<file path="src/sv/bael_pkg.sv">
package bael_pkg;

    localparam int unsigned SIZE_W = 16;
    localparam logic [SIZE_W-1:0] HEAP_SIZE_RESET = 16'h8000;

    typedef enum logic [1:0] {
        OP_ALLOC,
        OP_FREE,
        OP_REALLOC,
        OP_RESERVED
    } op_t;

    typedef enum logic [2:0] {
        ERR_OK,
        ERR_ZERO_SIZE,
        ERR_HEAP_EXHAUSTED,
        ERR_NO_SLOT,
        ERR_INVALID_PTR,
        ERR_REALLOC_NOT_FOUND
    } err_t;

    typedef enum logic [1:0] {
        ST_IDLE,
        ST_SCAN,
        ST_DECIDE
    } state_t;

    typedef struct packed {
        logic              live;
        logic              free_seen;
        logic              match_seen;
        logic [SIZE_W-1:0] match_size;
    } scan_token_t;

    typedef struct packed {
        logic claim;
        logic drop;
    } commit_t;

endpackage

</file>
<file path="src/sv/bael_cell.sv">
module bael_cell
    import bael_pkg::*;
#(
    parameter int unsigned OFFSET_BITS = 16
) (
    input  logic                   clk,
    input  logic                   rst_n,
    input  scan_token_t            tok_in,
    output scan_token_t            tok_out,
    input  logic [OFFSET_BITS-1:0] key,
    input  commit_t                cmd,
    input  logic [OFFSET_BITS-1:0] wr_offset,
    input  logic [SIZE_W-1:0]      wr_size
);

    logic                   valid_reg;
    logic [OFFSET_BITS-1:0] offset_reg;
    logic [SIZE_W-1:0]      size_reg;
    logic                   claim_mark_reg;
    logic                   match_mark_reg;
    scan_token_t            tok_reg;
    scan_token_t            tok_next;
    logic                   hit;
    logic                   is_free_pick;

    // A slot is picked for a claim only when it is the first free one the token meets.
    assign hit          = valid_reg && (offset_reg == key);
    assign is_free_pick = !valid_reg && !tok_in.free_seen;

    always_comb
    begin
        tok_next            = tok_in;
        tok_next.free_seen  = tok_in.free_seen | ~valid_reg;
        tok_next.match_seen = tok_in.match_seen | hit;
        if (hit && !tok_in.match_seen)
        begin
            tok_next.match_size = size_reg;
        end
    end

    always_ff @(posedge clk or negedge rst_n)
    begin
        if (!rst_n)
        begin
            valid_reg      <= 1'b0;
            claim_mark_reg <= 1'b0;
            match_mark_reg <= 1'b0;
            tok_reg        <= '0;
        end
        else
        begin
            tok_reg <= tok_next;
            if (tok_in.live)
            begin
                claim_mark_reg <= is_free_pick;
                match_mark_reg <= hit && !tok_in.match_seen;
            end
            if (cmd.claim && claim_mark_reg)
            begin
                valid_reg <= 1'b1;
            end
            else if (cmd.drop && match_mark_reg)
            begin
                valid_reg <= 1'b0;
            end
        end
    end

    always_ff @(posedge clk)
    begin
        if (cmd.claim && claim_mark_reg)
        begin
            offset_reg <= wr_offset;
            size_reg   <= wr_size;
        end
    end

    assign tok_out = tok_reg;

endmodule

</file>
<file path="src/sv/bump_allocator_with_entry_table_unit.sv">
// Bump allocator with a table of ENTRIES block slots.
// Requests arrive on the in channel (in_valid, in_stall): opcode, request_size,
// pointer_present and pointer_offset. Each accepted beat produces exactly one
// beat on the out channel (out_valid, out_stall): status, result_present,
// result_offset and copy_length.
// Each request sends a scan token along the row of slot cells, one cell per
// cycle; the token collects the first free slot and the slot whose offset
// matches. The decision is then broadcast to all marked cells together.
// A request passes through the launch register, the slot chain and the decide
// state, so the slot chain length sets its time to a result; the next request
// is taken only once the result is in the output register. The result sits
// there; a stalled receiver holds it and the following request is scanned but
// waits for that register to empty. Reset empties every slot, clears the heap
// top and the last error, sets the heap size to 32768 and leaves no result
// pending. The heap size is written through cfg_wr_en and cfg_wr_data; the user
// must do so only while no request is in flight; the block does not enforce it.
module bump_allocator_with_entry_table_unit
    import bael_pkg::*;
#(
    parameter int unsigned ENTRIES     = 32,
    parameter int unsigned OFFSET_BITS = 16
) (
    input  logic              clk,
    input  logic              rst_n,
    input  logic              cfg_wr_en,
    input  logic [SIZE_W-1:0] cfg_wr_data,
    input  logic              in_valid,
    output logic              in_stall,
    input  logic [1:0]        opcode,
    input  logic [SIZE_W-1:0] request_size,
    input  logic              pointer_present,
    input  logic [SIZE_W-1:0] pointer_offset,
    output logic              out_valid,
    input  logic              out_stall,
    output logic [2:0]        status,
    output logic              result_present,
    output logic [SIZE_W-1:0] result_offset,
    output logic [SIZE_W-1:0] copy_length
);

    localparam int unsigned CMP_W = ((OFFSET_BITS > SIZE_W + 1) ? OFFSET_BITS : SIZE_W + 1) + 1;

    state_t                 state_reg;
    state_t                 state_next;
    logic [SIZE_W-1:0]      heap_size_reg;
    logic [OFFSET_BITS-1:0] heap_top_reg;
    logic [OFFSET_BITS-1:0] heap_top_next;
    err_t                   last_error_reg;
    err_t                   err_next;
    op_t                    opcode_reg;
    logic [SIZE_W-1:0]      req_reg;
    logic                   present_reg;
    logic [OFFSET_BITS-1:0] off_reg;
    logic                   launch_reg;
    logic                   scan_free_reg;
    logic                   scan_match_reg;
    logic [SIZE_W-1:0]      scan_size_reg;
    logic                   out_valid_reg;
    err_t                   status_reg;
    logic                   res_present_reg;
    logic [OFFSET_BITS-1:0] res_offset_reg;
    logic [SIZE_W-1:0]      copy_reg;
    logic                   res_present_next;
    logic [OFFSET_BITS-1:0] res_offset_next;
    logic [SIZE_W-1:0]      copy_next;
    commit_t                decision;
    commit_t                cell_cmd;
    logic                   in_fire;
    logic                   go;
    logic [CMP_W-1:0]       ptr_w;
    logic [CMP_W-1:0]       res_w;
    logic [CMP_W-1:0]       sz_w;
    logic [CMP_W-1:0]       sum_w;
    err_t                   alloc_err;
    logic                   do_alloc;
    logic                   do_free;
    logic                   grow;
    scan_token_t            tok [0:ENTRIES];

    assign in_stall = (state_reg != ST_IDLE);
    assign in_fire  = in_valid && !in_stall;
    assign go       = (state_reg == ST_DECIDE) && (!out_valid_reg || !out_stall);
    assign ptr_w    = CMP_W'(pointer_offset);

    always_ff @(posedge clk or negedge rst_n)
    begin
        if (!rst_n)
        begin
            heap_size_reg <= HEAP_SIZE_RESET;
        end
        else if (cfg_wr_en)
        begin
            heap_size_reg <= cfg_wr_data;
        end
    end

    always_comb
    begin
        state_next = state_reg;
        case (state_reg)
            ST_IDLE:
            begin
                if (in_fire)
                begin
                    state_next = ST_SCAN;
                end
            end
            ST_SCAN:
            begin
                if (tok[ENTRIES].live)
                begin
                    state_next = ST_DECIDE;
                end
            end
            ST_DECIDE:
            begin
                if (go)
                begin
                    state_next = ST_IDLE;
                end
            end
            default:
            begin
                state_next = ST_IDLE;
            end
        endcase
    end

    always_comb
    begin
        sz_w             = CMP_W'(req_reg) + CMP_W'(req_reg[0]);
        sum_w            = CMP_W'(heap_top_reg) + sz_w;
        decision         = '0;
        err_next         = last_error_reg;
        res_present_next = 1'b0;
        res_offset_next  = '0;
        copy_next        = '0;
        heap_top_next    = heap_top_reg;
        do_alloc         = 1'b0;
        do_free          = 1'b0;
        grow             = 1'b0;
        if (req_reg == '0)
        begin
            alloc_err = ERR_ZERO_SIZE;
        end
        else if (sum_w > CMP_W'(heap_size_reg))
        begin
            alloc_err = ERR_HEAP_EXHAUSTED;
        end
        else if (!scan_free_reg)
        begin
            alloc_err = ERR_NO_SLOT;
        end
        else
        begin
            alloc_err = ERR_OK;
        end
        case (opcode_reg)
            OP_ALLOC:
            begin
                do_alloc = 1'b1;
            end
            OP_FREE:
            begin
                do_free = present_reg;
            end
            OP_REALLOC:
            begin
                if (!present_reg)
                begin
                    do_alloc = 1'b1;
                end
                else if (req_reg == '0)
                begin
                    do_free = 1'b1;
                end
                else if (!scan_match_reg)
                begin
                    err_next = ERR_REALLOC_NOT_FOUND;
                end
                else if (req_reg <= scan_size_reg)
                begin
                    err_next         = ERR_OK;
                    res_present_next = 1'b1;
                    res_offset_next  = off_reg;
                end
                else
                begin
                    do_alloc = 1'b1;
                    grow     = 1'b1;
                end
            end
            default:
            begin
            end
        endcase
        if (do_free)
        begin
            if (scan_match_reg)
            begin
                decision.drop = 1'b1;
                err_next      = ERR_OK;
            end
            else
            begin
                err_next = ERR_INVALID_PTR;
            end
        end
        if (do_alloc)
        begin
            err_next = alloc_err;
            if (alloc_err == ERR_OK)
            begin
                decision.claim   = 1'b1;
                res_present_next = 1'b1;
                res_offset_next  = heap_top_reg;
                heap_top_next    = sum_w[OFFSET_BITS-1:0];
                if (grow)
                begin
                    decision.drop = 1'b1;
                    copy_next     = scan_size_reg;
                end
            end
        end
    end

    assign cell_cmd.claim = decision.claim & go;
    assign cell_cmd.drop  = decision.drop & go;

    always_ff @(posedge clk or negedge rst_n)
    begin
        if (!rst_n)
        begin
            state_reg      <= ST_IDLE;
            heap_top_reg   <= '0;
            last_error_reg <= ERR_OK;
            launch_reg     <= 1'b0;
            out_valid_reg  <= 1'b0;
        end
        else
        begin
            state_reg  <= state_next;
            launch_reg <= in_fire;
            if (go)
            begin
                heap_top_reg   <= heap_top_next;
                last_error_reg <= err_next;
                out_valid_reg  <= 1'b1;
            end
            else if (!out_stall)
            begin
                out_valid_reg <= 1'b0;
            end
        end
    end

    always_ff @(posedge clk)
    begin
        if (in_fire)
        begin
            opcode_reg  <= op_t'(opcode);
            req_reg     <= request_size;
            present_reg <= pointer_present;
            off_reg     <= ptr_w[OFFSET_BITS-1:0];
        end
        if ((state_reg == ST_SCAN) && tok[ENTRIES].live)
        begin
            scan_free_reg  <= tok[ENTRIES].free_seen;
            scan_match_reg <= tok[ENTRIES].match_seen;
            scan_size_reg  <= tok[ENTRIES].match_size;
        end
        if (go)
        begin
            status_reg      <= err_next;
            res_present_reg <= res_present_next;
            res_offset_reg  <= res_offset_next;
            copy_reg        <= copy_next;
        end
    end

    assign tok[0] = '{live: launch_reg, default: '0};

    for (genvar i = 0; i < ENTRIES; i++)
    begin : g_cell
        bael_cell #(
            .OFFSET_BITS(OFFSET_BITS)
        ) u_cell (
            .clk      (clk),
            .rst_n    (rst_n),
            .tok_in   (tok[i]),
            .tok_out  (tok[i+1]),
            .key      (off_reg),
            .cmd      (cell_cmd),
            .wr_offset(heap_top_reg),
            .wr_size  (sz_w[SIZE_W-1:0])
        );
    end

    assign res_w          = CMP_W'(res_offset_reg);
    assign out_valid      = out_valid_reg;
    assign status         = status_reg;
    assign result_present = res_present_reg;
    assign result_offset  = res_w[SIZE_W-1:0];
    assign copy_length    = copy_reg;

`ifndef ASSERT_OFF
    a_token_in_scan: assert property (@(posedge clk) disable iff (!rst_n)
        tok[ENTRIES].live |-> (state_reg == ST_SCAN))
        else $error("scan token left the chain outside the scan state");

    a_top_moves_on_commit: assert property (@(posedge clk) disable iff (!rst_n)
        !$stable(heap_top_reg) |-> ($past(state_reg) == ST_DECIDE))
        else $error("heap top changed outside a commit");

    a_claim_needs_free: assert property (@(posedge clk) disable iff (!rst_n)
        cell_cmd.claim |-> scan_free_reg)
        else $error("slot claimed although the scan found none free");

    a_drop_needs_match: assert property (@(posedge clk) disable iff (!rst_n)
        cell_cmd.drop |-> scan_match_reg)
        else $error("slot freed although the scan found no match");

    a_result_only_ok: assert property (@(posedge clk) disable iff (!rst_n)
        (out_valid && result_present) |-> (status == ERR_OK))
        else $error("block returned together with an error status");
`endif

endmodule
</file>
<file path="config.mk">
export PLATFORM = sky130hd
export DESIGN_NAME = bump_allocator_with_entry_table_unit
export DESIGN_NICKNAME = d
export VERILOG_FILES = /design/src/sv/bael_pkg.sv /design/src/sv/bael_cell.sv /design/src/sv/bump_allocator_with_entry_table_unit.sv
export SDC_FILE = /design/constraint.sdc
export NUM_CORES = 2
export LEC_CHECK = 0
export ABC_CLOCK_PERIOD_IN_PS = 7700
export BUFFER_PORTS_ARGS = -buffer_cell sky130_fd_sc_hd__clkbuf_2
export CORE_UTILIZATION = 48
export CTS_BUF_LIST = sky130_fd_sc_hd__clkbuf_2 sky130_fd_sc_hd__clkbuf_4 sky130_fd_sc_hd__clkbuf_8
export DETAILED_ROUTE_END_ITERATION = 8
export GPL_ROUTABILITY_DRIVEN = 0
export HOLD_SLACK_MARGIN = 0.1
export MAX_ROUTING_LAYER = met4
export PLACE_DENSITY = 0.63
export SYNTH_ARGS = -nofsm -noshare
export SYNTH_HDL_FRONTEND = slang
export SYNTH_SLANG_ARGS = --single-unit
</file>
<file path="constraint.sdc">
create_clock -name clk -period 7.7 [get_ports clk]
set_clock_uncertainty 0.2 [all_clocks]
set_input_delay 0.77 -clock clk [delete_from_list [all_inputs] [get_ports clk]]
set_output_delay 0.77 -clock clk [all_outputs]
set_load 0.01 [all_outputs]
</file>
* Word-level counts from Yosys, hierarchy flattened
Cells that the tools add are included. W data, S select, Z words.
Cells by class: muxes and demuxes 142, bitwise logic cells 96, $mul 0, reductions and logical operators 299, add/subtract/negate cells 2, eq/ne operators 40, div/mod/pow operators 0, $lt $le $gt $ge 2, shift-type cells 0
Operators with widths (count):
- $mux W16 | 39
- $eq A16 B16 Y1 | 32
- $logic_and A1 B1 Y1 | 161
- $logic_not A1 Y1 | 97
- $mux W1 | 84
- $reduce_bool A2 Y1 | 33
- $or A1 B1 Y1 | 62
- $not A1 Y1 | 32
- $mux W3 | 8
- $add A16 B17 Y18 | 1
- $gt A18 B16 Y1 | 1
- $add A16 B1 Y17 | 1
- $le A16 B16 Y1 | 1
- $logic_not A16 Y1 | 1
- $mux W2 | 8
- $reduce_and A3 Y1 | 3
- $pmux W2 S3 | 1
- $eq A2 B1 Y1 const B | 2
- $eq A2 B2 Y1 const B | 2
- $logic_not A2 Y1 | 2
- $ne A2 B1 Y1 const B | 2
- $ne A2 B2 Y1 const B | 2
- $pmux W1 S2 | 2
- $logic_not A3 Y1 | 1
- other kinds (2) | 3
Storage, ports and cells: output and inout port bits 38, bits in registers 1856, ROM bits 0, memories 0, latch bits 0, logic and storage cells 886, RAM bits 0

* Logic depth before layout (Yosys ltp)
word-level depth 13, depth in mapped cells 26

* Hierarchy
From an unflattened synthesis, not the netlist that was laid out.
Unflattened totals: cell total of the unflattened synthesis 3961, area total of the unflattened synthesis 71172.0 sq um
Modules (own cells, without submodules):
- bael_cell | cells an instance 106, area each 2015.7 sq um, times used 32, sequential area each 1511.4 sq um
- bump_allocator_with_entry_table_unit | cells an instance 569, area each 6670.1 sq um, times used 1, sequential area each 3624.7 sq um

* Least setup slack after synthesis
OpenSTA, ideal clock, no wires.
path type register to register, start register req_reg[2], end register g_cell[0].u_cell.offset_reg[10] (enable), setup slack 756 ps, period minus slack after synthesis 6944 ps, buffers on the path 3, arrival time 6353 ps, setup time 391 ps, required time 7109 ps, stages on the path, launching flop included 25, cells stage by stage edfxtp_1 and3_4 and3_1 and3_1 clkbuf_1 and3_1 xor2_1 ha_1 a21o_1 or3_1 a21oi_1 nor2_1 a21o_1 a21oi_1 xnor2_1 ha_1 nand2_1 nor3_1 nand3_1 a21oi_1 o211ai_1 nor4_4 buf_4 buf_4 and3_1
Between the ends: longest elaborated chain between the ends 10, elaborated cells between the ends (all ways) 17, those cells by class 2 x add/sub; 2 x order compare; 9 x mux; 1 x bitwise; 3 x reduce/logical
Ends and longest elaborated chain:
- from (decl) | RTL line bump_allocator_with_entry_table_unit.sv:51 | logic [SIZE_W-1:0] req_reg;
- from (signal assigned) | RTL line bump_allocator_with_entry_table_unit.sv:262 | req_reg <= request_size;
- $add A16 B1 Y17 | RTL line bump_allocator_with_entry_table_unit.sv:131 | sz_w = CMP_W'(req_reg) + CMP_W'(req_reg[0]);
- named net g_cell[0].u_cell.wr_size[9] | RTL line bael_cell.sv:13 | input logic [SIZE_W-1:0] wr_size
- $add A16 B17 Y18 | RTL line bump_allocator_with_entry_table_unit.sv:132 | sum_w = CMP_W'(heap_top_reg) + sz_w;
- named net sum_w[14] | RTL line bump_allocator_with_entry_table_unit.sv:73 | logic [CMP_W-1:0] sum_w;
- $gt A18 B16 Y1 | RTL line bump_allocator_with_entry_table_unit.sv:146 | else if (sum_w > CMP_W'(heap_size_reg))
- $mux W2 | RTL line bump_allocator_with_entry_table_unit.sv:146
- $mux W2 | RTL line bump_allocator_with_entry_table_unit.sv:142 | if (req_reg == '0)
- $logic_not A3 Y1 | RTL line bump_allocator_with_entry_table_unit.sv:212 | if (alloc_err == ERR_OK)
- $mux W2 | RTL line bump_allocator_with_entry_table_unit.sv:212
- $mux W2 | RTL line bump_allocator_with_entry_table_unit.sv:209 | if (do_alloc)
- $and A1 B1 Y1 | RTL line bump_allocator_with_entry_table_unit.sv:227 | assign cell_cmd.claim = decision.claim & go;
- $logic_and A1 B1 Y1 | RTL line bael_cell.sv:71 | if (cmd.claim && claim_mark_reg)
- to (signal assigned) | RTL line bael_cell.sv:73 | offset_reg <= wr_offset;
- to (decl) | RTL line bael_cell.sv:17 | logic [OFFSET_BITS-1:0] offset_reg;
The timed path passes the listed nets, and every way through them passes these cells. A chain may end at the register's enable or synchronous reset.

* Worst setup path after layout
start register req_reg[2], end register g_cell[9].u_cell.size_reg[3] (enable)
Between the ends: longest elaborated chain between the ends 10, elaborated cells between the ends (all ways) 17, those cells by class 2 x add/sub; 2 x order compare; 9 x mux; 1 x bitwise; 3 x reduce/logical
Ends and longest elaborated chain:
- $add A16 B1 Y17 | RTL line bump_allocator_with_entry_table_unit.sv:131
- named net g_cell[0].u_cell.wr_size[9] | RTL line bael_cell.sv:13
- $add A16 B17 Y18 | RTL line bump_allocator_with_entry_table_unit.sv:132
- named net sum_w[15] | RTL line bump_allocator_with_entry_table_unit.sv:73
- $gt A18 B16 Y1 | RTL line bump_allocator_with_entry_table_unit.sv:146
- $mux W2 | RTL line bump_allocator_with_entry_table_unit.sv:146
- $mux W2 | RTL line bump_allocator_with_entry_table_unit.sv:142
- $logic_not A3 Y1 | RTL line bump_allocator_with_entry_table_unit.sv:212
- $mux W2 | RTL line bump_allocator_with_entry_table_unit.sv:212
- $mux W2 | RTL line bump_allocator_with_entry_table_unit.sv:209
- $and A1 B1 Y1 | RTL line bump_allocator_with_entry_table_unit.sv:227
- $logic_and A1 B1 Y1 | RTL line bael_cell.sv:71
- to (signal assigned) | RTL line bael_cell.sv:74 | size_reg <= wr_size;
- to (decl) | RTL line bael_cell.sv:18 | logic [SIZE_W-1:0] size_reg;
The timed path passes the listed nets, and every way through them passes these cells.

==> summary.md <==
| Metric | Value |
|---|---|
| Resize count post-CTS | 0 |
| Syn avg cell area | 17.5 um^2 |
| Power Density | 244 mW/mm^2 |
| Global route total overflow | 0 |
| Worst-margin pin slew | 1090 ps |
| Placed insts | 5606 |
| Seq/Total Area, Yosys | 0.754 |
| Number of CTS-inserted buffers | 296 |
| Post-synth cell types | 61 |
| Post-Synthesis Cell Area | 0.0652 mm^2 |
| TritonCTS clock tree | built |
| First-pass GRT wire length | around 230000 um |
| Delay-heaviest family, CP | simple AND/OR/NAND/NOR gates |
| Worst Path Buf+Inv | 2 |
| Critical path required time | just over 8000 ps |
| Worst Path Max Fanout | 36 |
| Design area | 0.0751 mm^2 |
| Leakage power | 32.3 nW |
| Number of global-route vias before repair | 34311 |
| Width of the die | between 300 and 400 um |
| Number of synthesized flops with an enable pin | around 1000 |
| Initial DRC Count | 2847 |
| Slew headroom | 0.274 |
| Synthesized instance count | 3730 |
| H-tree Lvls | 5 |
| Synth top area cells | edfxtp_1 48%, dfrtp_1 27%, mux2_2 9.2% |
| Die Y | 371 um |
| Vias | ~33000 |
| Post-DP HPWL | 83000 um |
| Clock Path Buffers | 4 |
| Hold Vio Cnt, Final | 0 |
| Slew Viols, Final | 0 |
| Setup TNS | 0 ps |
| Largest net degree at the start of global routing | roughly 170 |
| CP max-delay cell | and3_1 |
| Initial Util | 0.486 |
| Via density | 5.39 |
| Drt pass-1 iters | 5 |
| DRC viols | 0 |
| Startpoint Class | register |
| Outcome | completed |
| Critical Path Sink Type | register |
| Most common cell in the synthesized netlist | edfxtp_1 |
| I/O pins | 94 |
| Gr usage total | 0.240 |
| Layout cells sized above 1 | 0.292 |
| M1 GR Usage | 0.323 |
| RSZ-0062 raised after global routing | false |
| Worst skew pair latency | 980 ps |
| Yosys reg bits | 1757 |
| Post-synth top cells | 1047 x edfxtp_1, 709 x dfrtp_1, 535 x mux2_2 |
| Final worst path period share | 0.913 |
| Cell chain of the critical path | and3_4 > and3_1 > and3_1 > and3_1 > xor2_4 > ha_1 > and4_1 > a221oi_1 > o21ai_0 > a21o_1 > a21o_1 > a21oi_1 > xnor2_1 > ha_1 > nand2_1 > nor3_1 > nand3_1 > a21oi_1 > o211ai_1 > nor4_4 > buf_12 > and3_1 > buf_12 |
| IO buf count | 92 |
| Area share of the largest cell type after synthesis | 0.482 |
| Area of the core | 0.134 mm^2 |
| Main synth FF type | edfxtp_1 |
| Global route hottest layer | met2 |
| Nets@finish | 4300 |
| Setup WS post-layout | 669 ps |
| Met2 GRT Util | 0.370 |
| Max Cap Viol | 0 |
| Worst Path Arrival | 7490 ps |
| Worst IR Drop VDD | 0.137 mV |
| # clock sinks | 1757 |
| CP most frequent cell | and3_1 |
| Period minus WS final | between 7000 and 8000 ps |
| Pre-CTS WS | 871 ps |
| Initial antenna violation count | 17 |
| Clock transition at path regs | 70 ps |
| Root Buffer | clkbuf_8 |
| Routed Antenna Nets | 0 |
| Area Overhead vs Synth | 15.1% |
| Fmax | 142 MHz |
| Yosys Warn Count | 0 |
| Critical path start-end classification | register to register |
| Min-Delay Path Class | input pin to asynchronous set/reset pin |
| Final setup fails | 0 |
| # rows | 134 |
| Dpl cell area | just under 0.07 mm^2 |
| Die area | 0.137 mm^2 |
| Finished Layout Cells | 6181 |
| Post-synth ARST share | 0.404 |
| Max reg flops | 576 |
| Post-CTS setup buffer count | 0 |
| Slowest Stage Delay on Critical Path | 650 ps |
| Met3 Track Usage GR | 0.0443 |
| Syn_nets | between 3000 and 4000 |
| Total Wirelength | 156000 um |
| Cell taking the most area after synthesis | edfxtp_1 |
| DR WL/cell | 25.3 um |
[worst reg2reg max path, delay by kind of cell, from the launching register on]
family,cells,cell delay (ps)
and+or+nand+nor,10,2990
buffers and inverters,2,540
adders and majority gates,2,640
DFF,1,540
AOI/OAI and AO/OA,7,1530
xor gates and xnor gates,2,300
[cells in the final DEF, fill, tap and decap left out, drive strengths merged, types with 7 or more instances in the layout]
cell         count
dfrtp          709
and2            33
a21oi           27
a211oi           7
edfxtp        1047
and3            43
o21ai           76
mux2           545
dlygate4sd3     55
nand3            8
nand2b          98
nand2           66
nor2            78
a21o            41
ha              51
nor4           130
nand4           43
buf            139
inv             51
clkbuf         538
xnor2           33
xor2           473
clkinv          60
[cell type report]
| type | count | area (um^2) |
|---|---|---|
| tap | 1768 | 2210 |
| fill | 10508 | 59100 |
| timing repair buffer | 285 | 2140 |
| antenna | 4 | 10.0 |
| multi-input combinational | 1803 | 15500 |
| inverter | 49 | 184 |
| sequential | 1757 | 49200 |
| clock buffer | 447 | 5460 |
| clock inverter | 68 | 347 |
[per-layer routing]
layer / vias up / share of wire / routed length [um]
li1: 14524 / - / -
met3: 312 / 0.068 / 10600
met4: 0 / 0.025 / 3910
met2: 1169 / 0.48 / 75100
met1: 17302 / 0.43 / 66500
met5: - / 0 / 0
[cells by family (layout without fill, tap and decap cells)]
kind of cell	Yosys count	count (layout)	synth area share
buffers and inverters	170	849	0.0109
flip-flops	1757	1757	0.754
adder cells (fa/ha/maj)	52	52	0.0101
AO/OA/AOI/OAI	178	178	0.0169
XOR/XNOR	506	506	0.0679
AND/OR/NAND/NOR	520	520	0.0451
other	1	5	0.0000575
multiplexers	546	546	0.0948
[stage by stage]
stage / util / hold WS (ps) / total power [mW]
after floorplan: - / 190 / 10.2
after global routing: 0.560 / 184 / 18.9
after detailed placement: 0.512 / 205 / 10.3
after global placement: 0.512 / 204 / 10.3
final: 0.560 / 171 / 18.3
after CTS: 0.560 / 104 / 18.5
[worst paths after layout]
check / slack, ps / end / cells past startpoint / startpoint
max: 670 / g_cell[9].u_cell.size_reg[3]$_DFFE_PP_ / 23 / req_reg[2]$_DFFE_PP_
min: 170 / state_reg[0]$_DFFE_PN0P_ / 2 / rst_n
max reg2reg: 670 / g_cell[9].u_cell.size_reg[3]$_DFFE_PP_ / 23 / req_reg[2]$_DFFE_PP_
min reg2reg: 190 / scan_size_reg[3]$_DFFE_PP_ / 0 / g_cell[31].u_cell.tok_out[3]$_DFF_PN0_
max in group asynchronous: 5520 / g_cell[13].u_cell.tok_out[9]$_DFF_PN0_ / 3 / rst_n
min in group clk: 190 / scan_size_reg[3]$_DFFE_PP_ / 0 / g_cell[31].u_cell.tok_out[3]$_DFF_PN0_
[timing repair]
item                                    in CTS  in global routing
hold buffers                                55                  0
endpoints found under the setup margin       0                  0
endpoints found under the hold margin      128                  0
[power breakdown]
part | internal (mW) | total (mW) | switching, mW
logic | 0.0606 | 0.224 | 0.163
clock network | 4.55 | 8.11 | 3.56
registers | 9.94 | 9.95 | 0.00789
No activity file was read; power rests on OpenSTA's default activity.
